### src/rtl/core/cpr_pkg.sv
// Shared constants, types and cell control codes for the clock page replacement block.
// No dependencies. Every other file refers to this package by scoped names.
package cpr_pkg;

  localparam int FRAMES  = 4;
  localparam int FRAME_W = $clog2(FRAMES);
  localparam int PAGE_W  = 20;
  localparam int CNT_W   = 32;

  typedef enum logic [1:0] {
    CELL_IDLE,
    CELL_HIT,
    CELL_SWEEP
  } cell_op_t;

  typedef struct packed {
    logic token;
    logic match;
    logic ref_bit;
    logic valid;
  } cell_stat_t;

  typedef struct packed {
    logic [FRAMES-1:0]  tok;
    logic [FRAMES-1:0]  match;
    logic               hit;
    logic [FRAME_W-1:0] hit_idx;
    logic [FRAME_W-1:0] hand_idx;
    logic               hand_ref;
    logic               hand_valid;
    logic [PAGE_W-1:0]  hand_page;
  } ring_stat_t;

endpackage

### src/rtl/core/cpr_if.sv
// Valid/ready channel interfaces for page references and replacement results.
// Depends on cpr_pkg for field widths.
interface cpr_in_if;
  logic                      valid;
  logic                      ready;
  logic [cpr_pkg::PAGE_W-1:0] page_number;

  modport source (output valid, output page_number, input ready);
  modport sink (input valid, input page_number, output ready);
endinterface

interface cpr_out_if;
  logic                        valid;
  logic                        ready;
  logic                        hit;
  logic [cpr_pkg::FRAME_W-1:0] frame_index;
  logic                        evicted;
  logic [cpr_pkg::PAGE_W-1:0]  evicted_page;
  logic [cpr_pkg::CNT_W-1:0]   replacement_count;

  modport source (output valid, output hit, output frame_index, output evicted,
                  output evicted_page, output replacement_count, input ready);
  modport sink (input valid, input hit, input frame_index, input evicted,
                input evicted_page, input replacement_count, output ready);
endinterface

### src/rtl/core/cpr_cell.sv
// One page frame: page, valid bit, reference bit and its share of the clock hand token.
// Depends on cpr_pkg for widths, cell op codes and the status struct.
module cpr_cell (
  input  logic                       clk,
  input  logic                       rst_n,
  input  logic                       home,
  input  cpr_pkg::cell_op_t          op,
  input  logic [cpr_pkg::PAGE_W-1:0] page_in,
  input  logic                       prev_token,
  input  logic                       prev_match,
  output cpr_pkg::cell_stat_t        stat,
  output logic [cpr_pkg::PAGE_W-1:0] page_out
);

  logic [cpr_pkg::PAGE_W-1:0] page_r, page_nxt;
  logic                       valid_r, valid_nxt;
  logic                       ref_r, ref_nxt;
  logic                       token_r, token_nxt;
  logic                       match;

  assign match = valid_r && (page_r == page_in);

  always_comb begin
    page_nxt  = page_r;
    valid_nxt = valid_r;
    ref_nxt   = ref_r;
    token_nxt = token_r;
    unique case (op)
      cpr_pkg::CELL_HIT: begin
        // The hand lands on the frame after the matching one.
        ref_nxt   = ref_r | match;
        token_nxt = prev_match;
      end
      cpr_pkg::CELL_SWEEP: begin
        // The hand moves one frame on every sweep step, including the claiming one.
        token_nxt = prev_token;
        if (token_r) begin
          if (ref_r) begin
            ref_nxt = 1'b0;
          end else begin
            page_nxt  = page_in;
            valid_nxt = 1'b1;
            ref_nxt   = 1'b1;
          end
        end
      end
      default: begin
      end
    endcase
  end

  always_ff @(posedge clk) begin
    if (!rst_n) begin
      page_r  <= '0;
      valid_r <= 1'b0;
      ref_r   <= 1'b0;
      token_r <= home;
    end else begin
      page_r  <= page_nxt;
      valid_r <= valid_nxt;
      ref_r   <= ref_nxt;
      token_r <= token_nxt;
    end
  end

  assign stat.token   = token_r;
  assign stat.match   = match;
  assign stat.ref_bit = ref_r;
  assign stat.valid   = valid_r;
  assign page_out     = page_r;

endmodule

### src/rtl/core/cpr_ring.sv
// Ring of frame cells with the token passed cell to cell, plus the status encoders.
// Depends on cpr_pkg and cpr_cell.
module cpr_ring (
  input  logic                       clk,
  input  logic                       rst_n,
  input  cpr_pkg::cell_op_t          op,
  input  logic [cpr_pkg::PAGE_W-1:0] page_in,
  output cpr_pkg::ring_stat_t        rstat
);

  cpr_pkg::cell_stat_t        cstat [cpr_pkg::FRAMES];
  logic [cpr_pkg::PAGE_W-1:0] cpage [cpr_pkg::FRAMES];

  for (genvar i = 0; i < cpr_pkg::FRAMES; i++) begin : g_cell
    localparam int Prev = (i + cpr_pkg::FRAMES - 1) % cpr_pkg::FRAMES;
    cpr_cell u_cell (
      .clk        (clk),
      .rst_n      (rst_n),
      .home       ((i == 0) ? 1'b1 : 1'b0),
      .op         (op),
      .page_in    (page_in),
      .prev_token (cstat[Prev].token),
      .prev_match (cstat[Prev].match),
      .stat       (cstat[i]),
      .page_out   (cpage[i])
    );
  end

  // Exactly one cell holds the token and at most one valid frame matches.
  always_comb begin
    rstat = '0;
    for (int i = 0; i < cpr_pkg::FRAMES; i++) begin
      rstat.tok[i]   = cstat[i].token;
      rstat.match[i] = cstat[i].match;
      if (cstat[i].match) begin
        rstat.hit     = 1'b1;
        rstat.hit_idx = cpr_pkg::FRAME_W'(i);
      end
      if (cstat[i].token) begin
        rstat.hand_idx   = cpr_pkg::FRAME_W'(i);
        rstat.hand_ref   = cstat[i].ref_bit;
        rstat.hand_valid = cstat[i].valid;
        rstat.hand_page  = cpage[i];
      end
    end
  end

endmodule

### src/rtl/core/clock_page_replacement.sv
// Top level of the clock (second-chance) page replacement block: control FSM and result register.
// Depends on cpr_pkg, cpr_if (cpr_in_if, cpr_out_if) and cpr_ring.

// One page reference is handled at a time. After a transfer on the input, the check state
// compares the page against all frames in parallel; a hit completes there. A miss then sweeps
// the clock hand one frame per cycle through the ring of frame cells, clearing reference bits,
// until a frame with a clear bit takes the page; that is 1 to FRAMES+1 steps, and the claiming
// step waits for room in the output register. Empty frames never match and are taken as soon
// as the hand reaches them. The result sits in an output register, so a new reference is taken
// while the previous result still waits; the core stalls only when a result is ready and that
// register is still full. The replacement count saturates.
module clock_page_replacement (
  input logic             clk,
  input logic             rst_n,
  cpr_in_if.sink          in_if,
  cpr_out_if.source       out_if
);

  typedef enum logic [1:0] {
    S_IDLE,
    S_CHECK,
    S_SWEEP
  } state_t;

  state_t                      state_r;
  logic [cpr_pkg::PAGE_W-1:0]  page_r;
  logic [cpr_pkg::CNT_W-1:0]   cnt_r, cnt_nxt;
  logic                        out_valid_r;
  logic                        out_hit_r;
  logic [cpr_pkg::FRAME_W-1:0] out_idx_r;
  logic                        out_evicted_r;
  logic [cpr_pkg::PAGE_W-1:0]  out_page_r;
  logic [cpr_pkg::CNT_W-1:0]   out_cnt_r;

  cpr_pkg::cell_op_t   cell_op;
  cpr_pkg::ring_stat_t rstat;
  logic                out_free;
  logic                claim;
  logic                evict;
  logic                out_load;

  cpr_ring u_ring (
    .clk     (clk),
    .rst_n   (rst_n),
    .op      (cell_op),
    .page_in (page_r),
    .rstat   (rstat)
  );

  assign out_free = !out_valid_r || out_if.ready;
  assign claim    = (state_r == S_SWEEP) && !rstat.hand_ref && out_free;
  assign evict    = claim && rstat.hand_valid;
  assign cnt_nxt  = (evict && (cnt_r != '1)) ? cnt_r + 1'b1 : cnt_r;
  assign out_load = ((state_r == S_CHECK) && rstat.hit && out_free) || claim;

  always_comb begin
    cell_op = cpr_pkg::CELL_IDLE;
    unique case (state_r)
      S_CHECK: begin
        if (rstat.hit && out_free) cell_op = cpr_pkg::CELL_HIT;
      end
      S_SWEEP: begin
        // Clearing steps never wait; the claiming step waits for room in the output.
        if (rstat.hand_ref || out_free) cell_op = cpr_pkg::CELL_SWEEP;
      end
      default: begin
      end
    endcase
  end

  always_ff @(posedge clk) begin
    if (!rst_n) begin
      state_r     <= S_IDLE;
      out_valid_r <= 1'b0;
      cnt_r       <= '0;
    end else begin
      if (out_load) begin
        out_valid_r <= 1'b1;
      end else if (out_if.ready) begin
        out_valid_r <= 1'b0;
      end
      unique case (state_r)
        S_IDLE: begin
          if (in_if.valid) begin
            page_r  <= in_if.page_number;
            state_r <= S_CHECK;
          end
        end
        S_CHECK: begin
          if (!rstat.hit) begin
            state_r <= S_SWEEP;
          end else if (out_free) begin
            out_hit_r     <= 1'b1;
            out_idx_r     <= rstat.hit_idx;
            out_evicted_r <= 1'b0;
            out_page_r    <= '0;
            out_cnt_r     <= cnt_r;
            state_r       <= S_IDLE;
          end
        end
        S_SWEEP: begin
          if (claim) begin
            out_hit_r     <= 1'b0;
            out_idx_r     <= rstat.hand_idx;
            out_evicted_r <= rstat.hand_valid;
            out_page_r    <= rstat.hand_valid ? rstat.hand_page : '0;
            out_cnt_r     <= cnt_nxt;
            cnt_r         <= cnt_nxt;
            state_r       <= S_IDLE;
          end
        end
        default: begin
          state_r <= S_IDLE;
        end
      endcase
    end
  end

  assign in_if.ready              = (state_r == S_IDLE);
  assign out_if.valid             = out_valid_r;
  assign out_if.hit               = out_hit_r;
  assign out_if.frame_index       = out_idx_r;
  assign out_if.evicted           = out_evicted_r;
  assign out_if.evicted_page      = out_page_r;
  assign out_if.replacement_count = out_cnt_r;

`ifndef SYNTHESIS
  a_one_hand: assert property (@(posedge clk) disable iff (!rst_n)
    $onehot(rstat.tok))
    else $error("clock hand token is not held by exactly one frame");

  a_unique_match: assert property (@(posedge clk) disable iff (!rst_n)
    $onehot0(rstat.match))
    else $error("page is resident in more than one frame");

  a_hit_no_evict: assert property (@(posedge clk) disable iff (!rst_n)
    out_if.valid |-> !(out_if.hit && out_if.evicted))
    else $error("result reports both a hit and an eviction");

  a_count_step: assert property (@(posedge clk) disable iff (!rst_n)
    (state_r == S_SWEEP) && !claim |=> $stable(cnt_r))
    else $error("replacement count changed without a claim");
`endif

endmodule
### src/flat_wrapper.sv
// flat-port wrapper written by rule: the top's interface ports become plain ports
module clock_page_replacement_flat 
  (clk, rst_n, in_if_valid, in_if_page_number, in_if_ready, out_if_valid, out_if_hit, out_if_frame_index, out_if_evicted, out_if_evicted_page, out_if_replacement_count, out_if_ready);
  cpr_in_if in_if_i ();
  cpr_out_if out_if_i ();
  input logic clk;
  input logic rst_n;
  input wire logic [$bits(in_if_i.valid)-1:0] in_if_valid;
  input wire logic [$bits(in_if_i.page_number)-1:0] in_if_page_number;
  output wire logic [$bits(in_if_i.ready)-1:0] in_if_ready;
  output wire logic [$bits(out_if_i.valid)-1:0] out_if_valid;
  output wire logic [$bits(out_if_i.hit)-1:0] out_if_hit;
  output wire logic [$bits(out_if_i.frame_index)-1:0] out_if_frame_index;
  output wire logic [$bits(out_if_i.evicted)-1:0] out_if_evicted;
  output wire logic [$bits(out_if_i.evicted_page)-1:0] out_if_evicted_page;
  output wire logic [$bits(out_if_i.replacement_count)-1:0] out_if_replacement_count;
  input wire logic [$bits(out_if_i.ready)-1:0] out_if_ready;
  assign in_if_i.valid = in_if_valid;
  assign in_if_i.page_number = in_if_page_number;
  assign in_if_ready = in_if_i.ready;
  assign out_if_valid = out_if_i.valid;
  assign out_if_hit = out_if_i.hit;
  assign out_if_frame_index = out_if_i.frame_index;
  assign out_if_evicted = out_if_i.evicted;
  assign out_if_evicted_page = out_if_i.evicted_page;
  assign out_if_replacement_count = out_if_i.replacement_count;
  assign out_if_i.ready = out_if_ready;
  clock_page_replacement u_core (.clk(clk), .rst_n(rst_n), .in_if(in_if_i), .out_if(out_if_i));
endmodule
### config.mk
export PLATFORM = sky130hd
export DESIGN_NAME = clock_page_replacement_flat
export DESIGN_NICKNAME = d
export VERILOG_FILES = /design/src/rtl/core/cpr_pkg.sv /design/src/rtl/core/cpr_if.sv /design/src/rtl/core/cpr_cell.sv /design/src/rtl/core/cpr_ring.sv /design/src/rtl/core/clock_page_replacement.sv /design/src/flat_wrapper.sv
export SDC_FILE = /design/constraint.sdc
export NUM_CORES = 1
export LEC_CHECK = 0
export BUFFER_PORTS_ARGS = -buffer_cell sky130_fd_sc_hd__buf_2
export CORE_MARGIN = 2
export CORE_UTILIZATION = 50
export CTS_BUF_LIST = sky130_fd_sc_hd__clkbuf_8
export DETAILED_ROUTE_END_ITERATION = 6
export PLACE_DENSITY = 0.69
export SLEW_MARGIN = 0
export SYNTH_ARGS = -nofsm -noshare
export SYNTH_HDL_FRONTEND = slang
export SYNTH_SLANG_ARGS = --single-unit
### constraint.sdc
create_clock -name clk -period 8.6 [get_ports clk]
set_clock_uncertainty 0.05 [all_clocks]
set_input_delay 0.86 -clock clk [delete_from_list [all_inputs] [get_ports clk]]
set_output_delay 0.86 -clock clk [all_outputs]
set_load 0.01 [all_outputs]
# Yosys cells after proc, flatten, opt, wreduce, memory -nomap -nowiden
# Index checks and enable logic that the tools add are counted.
[totals] ff_bits=203 latch_bits=0 ram_bits=0 romBits=0 in_bits=24 output_inout_bits=58 word_cells=140 n_memories=0
[op_classes] addsub=1 mul=0 div=0 magnitude_cmp=0 n_eq_ne=18 shifts=0 n_mux=56 n_bitwise=8 n_reduce_logical=32
[op_table] operator="two-way mux 32 bit" count=4
[op_table] operator="equality test 20 bit" count=4
[op_table] operator="two-way mux 20 bit" count=4
[op_table] operator="two-way mux 24 bit" count=3
[op_table] operator="one-hot mux 32 bit (2 select lines)" count=1
[op_table] operator="one-hot mux 20 bit (2 select lines)" count=1
[op_table] operator="adder 32 x 1 -> 32 bit, second input constant" count=1
[op_table] operator="!= test 32 bit, second input constant" count=1
[op_table] operator="two-way mux 22 bit" count=1
[op_table] operator="one-hot mux 1 bit (2 select lines)" count=10
[op_table] operator="AND reduction 3 bit" count=6
[op_table] operator="two-way mux 1 bit" count=17
[op_table] operator="two-way mux 2 bit" count=8
[op_table] operator="!= test 2 x 1 -> 1 bit, second input constant" count=7
[op_table] operator="two-way mux 3 bit" count=4
[op_table] operator="logical AND 1 bit" count=11
[op_table] operator="AND reduction 2 bit" count=5
[op_table] operator="one-hot mux 2 bit (2 select lines)" count=2
[op_table] operator="one-hot mux 2 bit (3 select lines)" count=1
[op_table] operator="nonzero test 2 bit" count=3
[op_table] operator="AND reduction 5 bit" count=1
[op_table] operator="equality test 2 x 1 -> 1 bit, second input constant" count=2
[op_table] operator="equality test 2 bit, second input constant" count=2
[op_table] operator="NOT 1 bit" count=4
[op_table] operator="other kinds (6)" count=12

# Longest topological paths before layout
[depth] depth_word=12 ltp_mapped=14 depth_no_buf=12

# By module
# Synthesis repeated with hierarchy kept, for this count alone.
[hier_totals] hier_cells=1036 area_unflattened_um2=10214.8
[by_module_without_submodules] mod="cpr_cell" instances=4 cells_per_inst=141 area_each_um2=1211.2 seq_area_each_um2=470.5
[by_module_without_submodules] mod="clock_page_replacement" instances=1 cells_per_inst=384 area_each_um2=4777.1 seq_area_each_um2=2982.9
[by_module_without_submodules] mod="cpr_ring" instances=1 cells_per_inst=88 area_each_um2=593.1 seq_area_each_um2=0.0

# Worst setup path after synthesis
# OpenSTA, ideal clock, no wires.
[synth_timing] kind="register to register" from="reg u_core.page_r[7] (netlist name)" to="reg u_core.out_evicted_r (netlist: u_core.out_if.evicted), enable pin" setup_ns=0.488 t_arrival_ns=4.301 setup_slack_ns=3.760 path_stages_with_launch=9 path_buffers=1 path_cell_list="edfxtp_1 -> clkbuf_1 -> xnor2_1 -> nand4_1 -> nor4_1 -> nand4_1 -> nand4_1 -> nand2_1 -> a21oi_1"
[synth_between] elab_chain_cells=8 elab_cells_between_ends=14
[synth_rtl] item="start: declaration" line="clock_page_replacement.sv:26" rtl="logic [cpr_pkg::PAGE_W-1:0] page_r;"
[synth_rtl] item="start signal: assignment" line="clock_page_replacement.sv:85" rtl="page_r <= in_if.page_number;"
[synth_rtl] item="equality test 20 bit" line="cpr_cell.sv:21" rtl="assign match = valid_r && (page_r == page_in);"
[synth_rtl] item="logical AND 1 bit" line="cpr_cell.sv:21"
[synth_rtl] item="two-way mux 3 bit (3 in a row)" line="cpr_ring.sv:35" rtl="if (cstat[i].match) begin"
[synth_rtl] item="two-way mux 3 bit (*)" line="cpr_ring.sv:35"
[synth_rtl] item="!= test 2 x 1 -> 1 bit (no source line) (*)"
[synth_rtl] item="AND reduction 5 bit (no source line) (*)"
[synth_rtl] item="end signal: assignment" line="clock_page_replacement.sv:105" rtl="out_evicted_r <= rstat.hand_valid;"
[synth_rtl] item="end: declaration" line="clock_page_replacement.sv:31" rtl="logic out_evicted_r;"
# Mark *: on every way between the ends. The rest lies on a longest branch, timed or not.
# A chain may end at the register's enable or synchronous reset.

# Worst setup path in the final report
[layout_timing] from="reg u_core.u_ring.g_cell[2].u_cell.token_r" to="reg u_core.u_ring.g_cell[0].u_cell.page_r, in the netlist u_core.u_ring.g_cell[0].u_cell.page_out[16]"
[layout_between] elab_chain_cells=7
[layout_rtl] item="start: declaration" line="cpr_cell.sv:18" rtl="logic token_r, token_nxt;"
[layout_rtl] item="start signal: assignment" line="cpr_cell.sv:57" rtl="token_r <= home;"
[layout_rtl] item="start signal: assignment" line="cpr_cell.sv:62" rtl="token_r <= token_nxt;"
[layout_rtl] item="two-way mux 24 bit (2 in a row)" line="cpr_ring.sv:39" rtl="if (cstat[i].token) begin"
[layout_rtl] item="logical OR 1 bit" line="clock_page_replacement.sv:64" rtl="if (rstat.hand_ref || out_free) cell_op = cpr_pkg::CELL_SWEEP;"
[layout_rtl] item="two-way mux 2 bit" line="clock_page_replacement.sv:64"
[layout_rtl] item="one-hot mux 2 bit (2 select lines)" line="clock_page_replacement.sv:58" rtl="unique case (state_r)"
[layout_rtl] item="equality test 2 bit" line="cpr_cell.sv:28" rtl="unique case (op)"
[layout_rtl] item="AND reduction 3 bit (no source line)"
[layout_rtl] item="end signal: assignment" line="cpr_cell.sv:59" rtl="page_r <= page_nxt;"
[layout_rtl] item="end: declaration" line="cpr_cell.sv:15" rtl="logic [cpr_pkg::PAGE_W-1:0] page_r, page_nxt;"
# Every way passes these cells.

==> summary.md <==
| Metric | Value |
|---|---|
| Avg WL per Cell | 16.7 µm |
| Startpoint types | flop |
| GPL Wtd Cong | between 0.8 and 0.9 |
| Initial antenna violation count | 0 |
| Post-Syn Area | 0.00907 mm² |
| CP Max Fanout | 29 |
| Core area | 0.0179 mm² |
| DR pass1 iterations | 5 |
| Largest net degree at the start of global routing | 91 |
| Root buf cell | clkbuf_8 |
| Die Ht | 139 µm |
| Post-CTS Resized | 0 |
| IO buf count | 81 |
| Final setup vio count | 0 |
| Layout cells sized above 1 | 14.4% |
| Seq/Total Area, Yosys | 53.2% |
| Area delta synth->final | 12.2% |
| Status | complete, no violations |
| WP data arrival | around 4.3 ns |
| Max-cap viol count | 0 |
| Synthesized flop and latch total | 203 |
| Cells after synthesis | slightly below 1000 |
| Post-synth top area share | 28.0% |
| Dominant cell type by area after synthesis | dfxtp_1 |
| Site Rows | 49 |
| Crit path kind | reg -> reg |
| Count of cell types in the netlist | 48 |
| RSZ-0062 raised after global routing | false |
| Fmax | 254 MHz |
| Ports | 82 |
| Drt via density | about 5.5 |
| Worst slack at placement | 4.80 ns |
| DRT antenna net count | 0 |
| Syn_nets | around 1000 |
| Final Hold Fails | 0 |
| Clock slew at reported path FFs | 0.06 ns |
| CTS tree | built |
| Leakage | 0.00365 µW |
| Slew @ Worst Pin | 1.11 ns |
| Initial core utilization | between 50% and 60% |
| HPWL after DPL | about 14000 µm |
| First-pass GRT wire length | 34500 µm |
| WHS | 0.431 ns |
| Die width | 139 µm |
| Setup TNS | 0 ns |
| Tmin final | 3.93 ns |
| CP Capture Type | flop |
| Setup ws final | 4.67 ns |
| Peak supply drop | 0.108 mV |
| Tcrit/Tclk final | 45.7% |
| Clock buffer depth | 3 |
| Residual DRC count | 0 |
| Mean Syn Cell Area | about 9.4 µm² |
| Register-to-register setup slack | 4.67 ns |
| CTS Sinks | around 200 |
| Hold WC Path Type | reg -> reg |
| # hold bufs at CTS | 0 |
| Post-synth EDFFs | 76 |
| Total Routing Usage GR | between 20% and 30% |
| Starting DRT DRC Count | 728 |
| Max Slew Vio Count | 0 |
| Power per Cell Area | roughly 210 mW/mm² |
| Synth Flop Type | dfxtp_1 |
| Max_slew headroom | 25.6% |
| Top cells by area, synth | dfxtp_1 28%, edfxtp_1 25%, nand2_1 7.8% |
| H-tree depth | 2 |
| Die area | roughly 0.019 mm² |
| Synth Warn # | 0 |
| Vias in the first global route | roughly 6600 |
| Clock latency on the worst-skew pair | 0.53 ns |
| Async set-or-reset flop fraction in the synthesized netlist | 0% |
| Routed via count | 7017 |
| Critical Path RT | approximately 9 ns |
| Antenna fix cells | 0 |
| # Post-CTS Setup Buffers | 0 |
| GRT overflow | 0 |
| CTS buffer count | 35 |
| Final nets | 1055 |
| Detailed Route WL | 21400 µm |
==> flip-flops by register name, summed over array words and instances (netlist names) <==
register                              count
u_core.out_if.valid                       1
u_core.u_ring.g_cell.u_cell.ref_r         4
u_core.out_if.hit                         1
u_core.cnt_r                             32
u_core.out_if.replacement_count          32
u_core.u_ring.g_cell.u_cell.page_out     80
u_core.out_if.frame_index                 2
u_core.u_ring.g_cell.u_cell.token_r       4
u_core.u_ring.g_cell.u_cell.valid_r       4
u_core.out_if.evicted_page               20
u_core.out_if.evicted                     1
u_core.state_r                            2
u_core.page_r                            20
==> worst paths after layout <==
kind                                                               endpoint  cells after the start                                   startpoint
worst min-delay path            u_core.u_ring.g_cell[2].u_cell.page_out[17]                      2  u_core.u_ring.g_cell[2].u_cell.page_out[17]
worst min register to register  u_core.u_ring.g_cell[2].u_cell.page_out[17]                      2  u_core.u_ring.g_cell[2].u_cell.page_out[17]
worst max-delay path            u_core.u_ring.g_cell[0].u_cell.page_out[16]                     10       u_core.u_ring.g_cell[2].u_cell.token_r
worst max register to register  u_core.u_ring.g_cell[0].u_cell.page_out[16]                     10       u_core.u_ring.g_cell[2].u_cell.token_r
==> synthesized netlist by cell type (11+ instances only) <==
library cell,instances
a221oi_1,19
nand4_1,26
clkbuf_1,61
nor2_1,74
xnor2_1,74
inv_1,14
nand3_1,17
a21oi_1,98
nand2_1,189
edfxtp_1,76
xor2_1,36
nor3_1,12
and2_1,34
and3_1,15
o21ai_0,11
dfxtp_1,127
==> placed cells by master, fill, tap and decap left out, types with 29 or more instances in the layout <==
cell type	count
dfxtp_1	127
xnor2_1	74
nor2_1	73
buf_2	81
xor2_1	36
edfxtp_1	76
and2_1	34
nand2_1	189
a21oi_1	97
inv_1	29
clkbuf_8	38
==> stage by stage <==
| stage | utilization [%] | instances | total power (µW) | instance area, µm² |
|---|---|---|---|---|
| 2_1_floorplan | - | 969 | 1280 | 9070 |
| 3_3_place_gp | 53.4 | 1217 | 1360 | 9560 |
| 3_5_place_dp | 53.4 | 1217 | 1370 | 9560 |
| 4_1_cts | 56.9 | 1279 | 2150 | 10200 |
| 5_1_grt | 56.9 | 1279 | 2220 | 10200 |
| 6_report | 56.9 | 1279 | 2130 | 10200 |
==> report_power, final <==
group	switching, µW	internal (µW)	total, µW
Combinational	146	80.9	227
Sequential	47.5	1070	1120
Clock	382	405	787
==> layout make-up <==
class / count / area, µm²
fillers: 1662 / 7720
flip-flops and latches: 203 / 4820
multi-input cells: 681 / 3930
clock buffers: 38 / 523
repair buffers: 88 / 458
well taps: 229 / 287
clock inverters: 24 / 95.1
inverters: 16 / 61.3
==> worst max-delay path, stage by stage, from the launching register on <==
cell and delay (ns):
dfxtp_1 1.06, inv_2 0.32, a311o_1 0.38, nand2_1 0.13, o21bai_1 0.10, inv_1 0.07, ha_1 0.49, nand2_1 0.17
nor2_2 0.78, nand2_1 0.16, a21oi_1 0.15
==> kinds of logic (layout without fill, tap and decap cells) <==
group                    Yosys count  in the layout  synth area share, %
AO/OA/AOI/OAI                    153            153                 10.1
AND/OR/NAND/NOR                  409            409                 21.2
flip-flops                       203            203                 53.2
multiplexers                       2              2                0.221
XOR/XNOR                         111            111                 10.8
adder cells (fa/ha/maj)            6              6                0.828
buffers and inverters             85            166                 3.67
==> layer usage <==
| layer | vias up | share of wire (%) | GRT usage [%] | wire length (µm) |
|---|---|---|---|---|
| met1 | 3289 | 48 | 34.0 | 10200 |
| met2 | 262 | 42 | 31.0 | 8970 |
| met4 | 0 | 1.9 | 6.33 | 402 |
| met3 | 38 | 8.4 | 5.04 | 1800 |
| li1 | 3428 | - | - | - |
| met5 | - | 0 | 0 | 0 |
(Power assumes the default switching activity.)
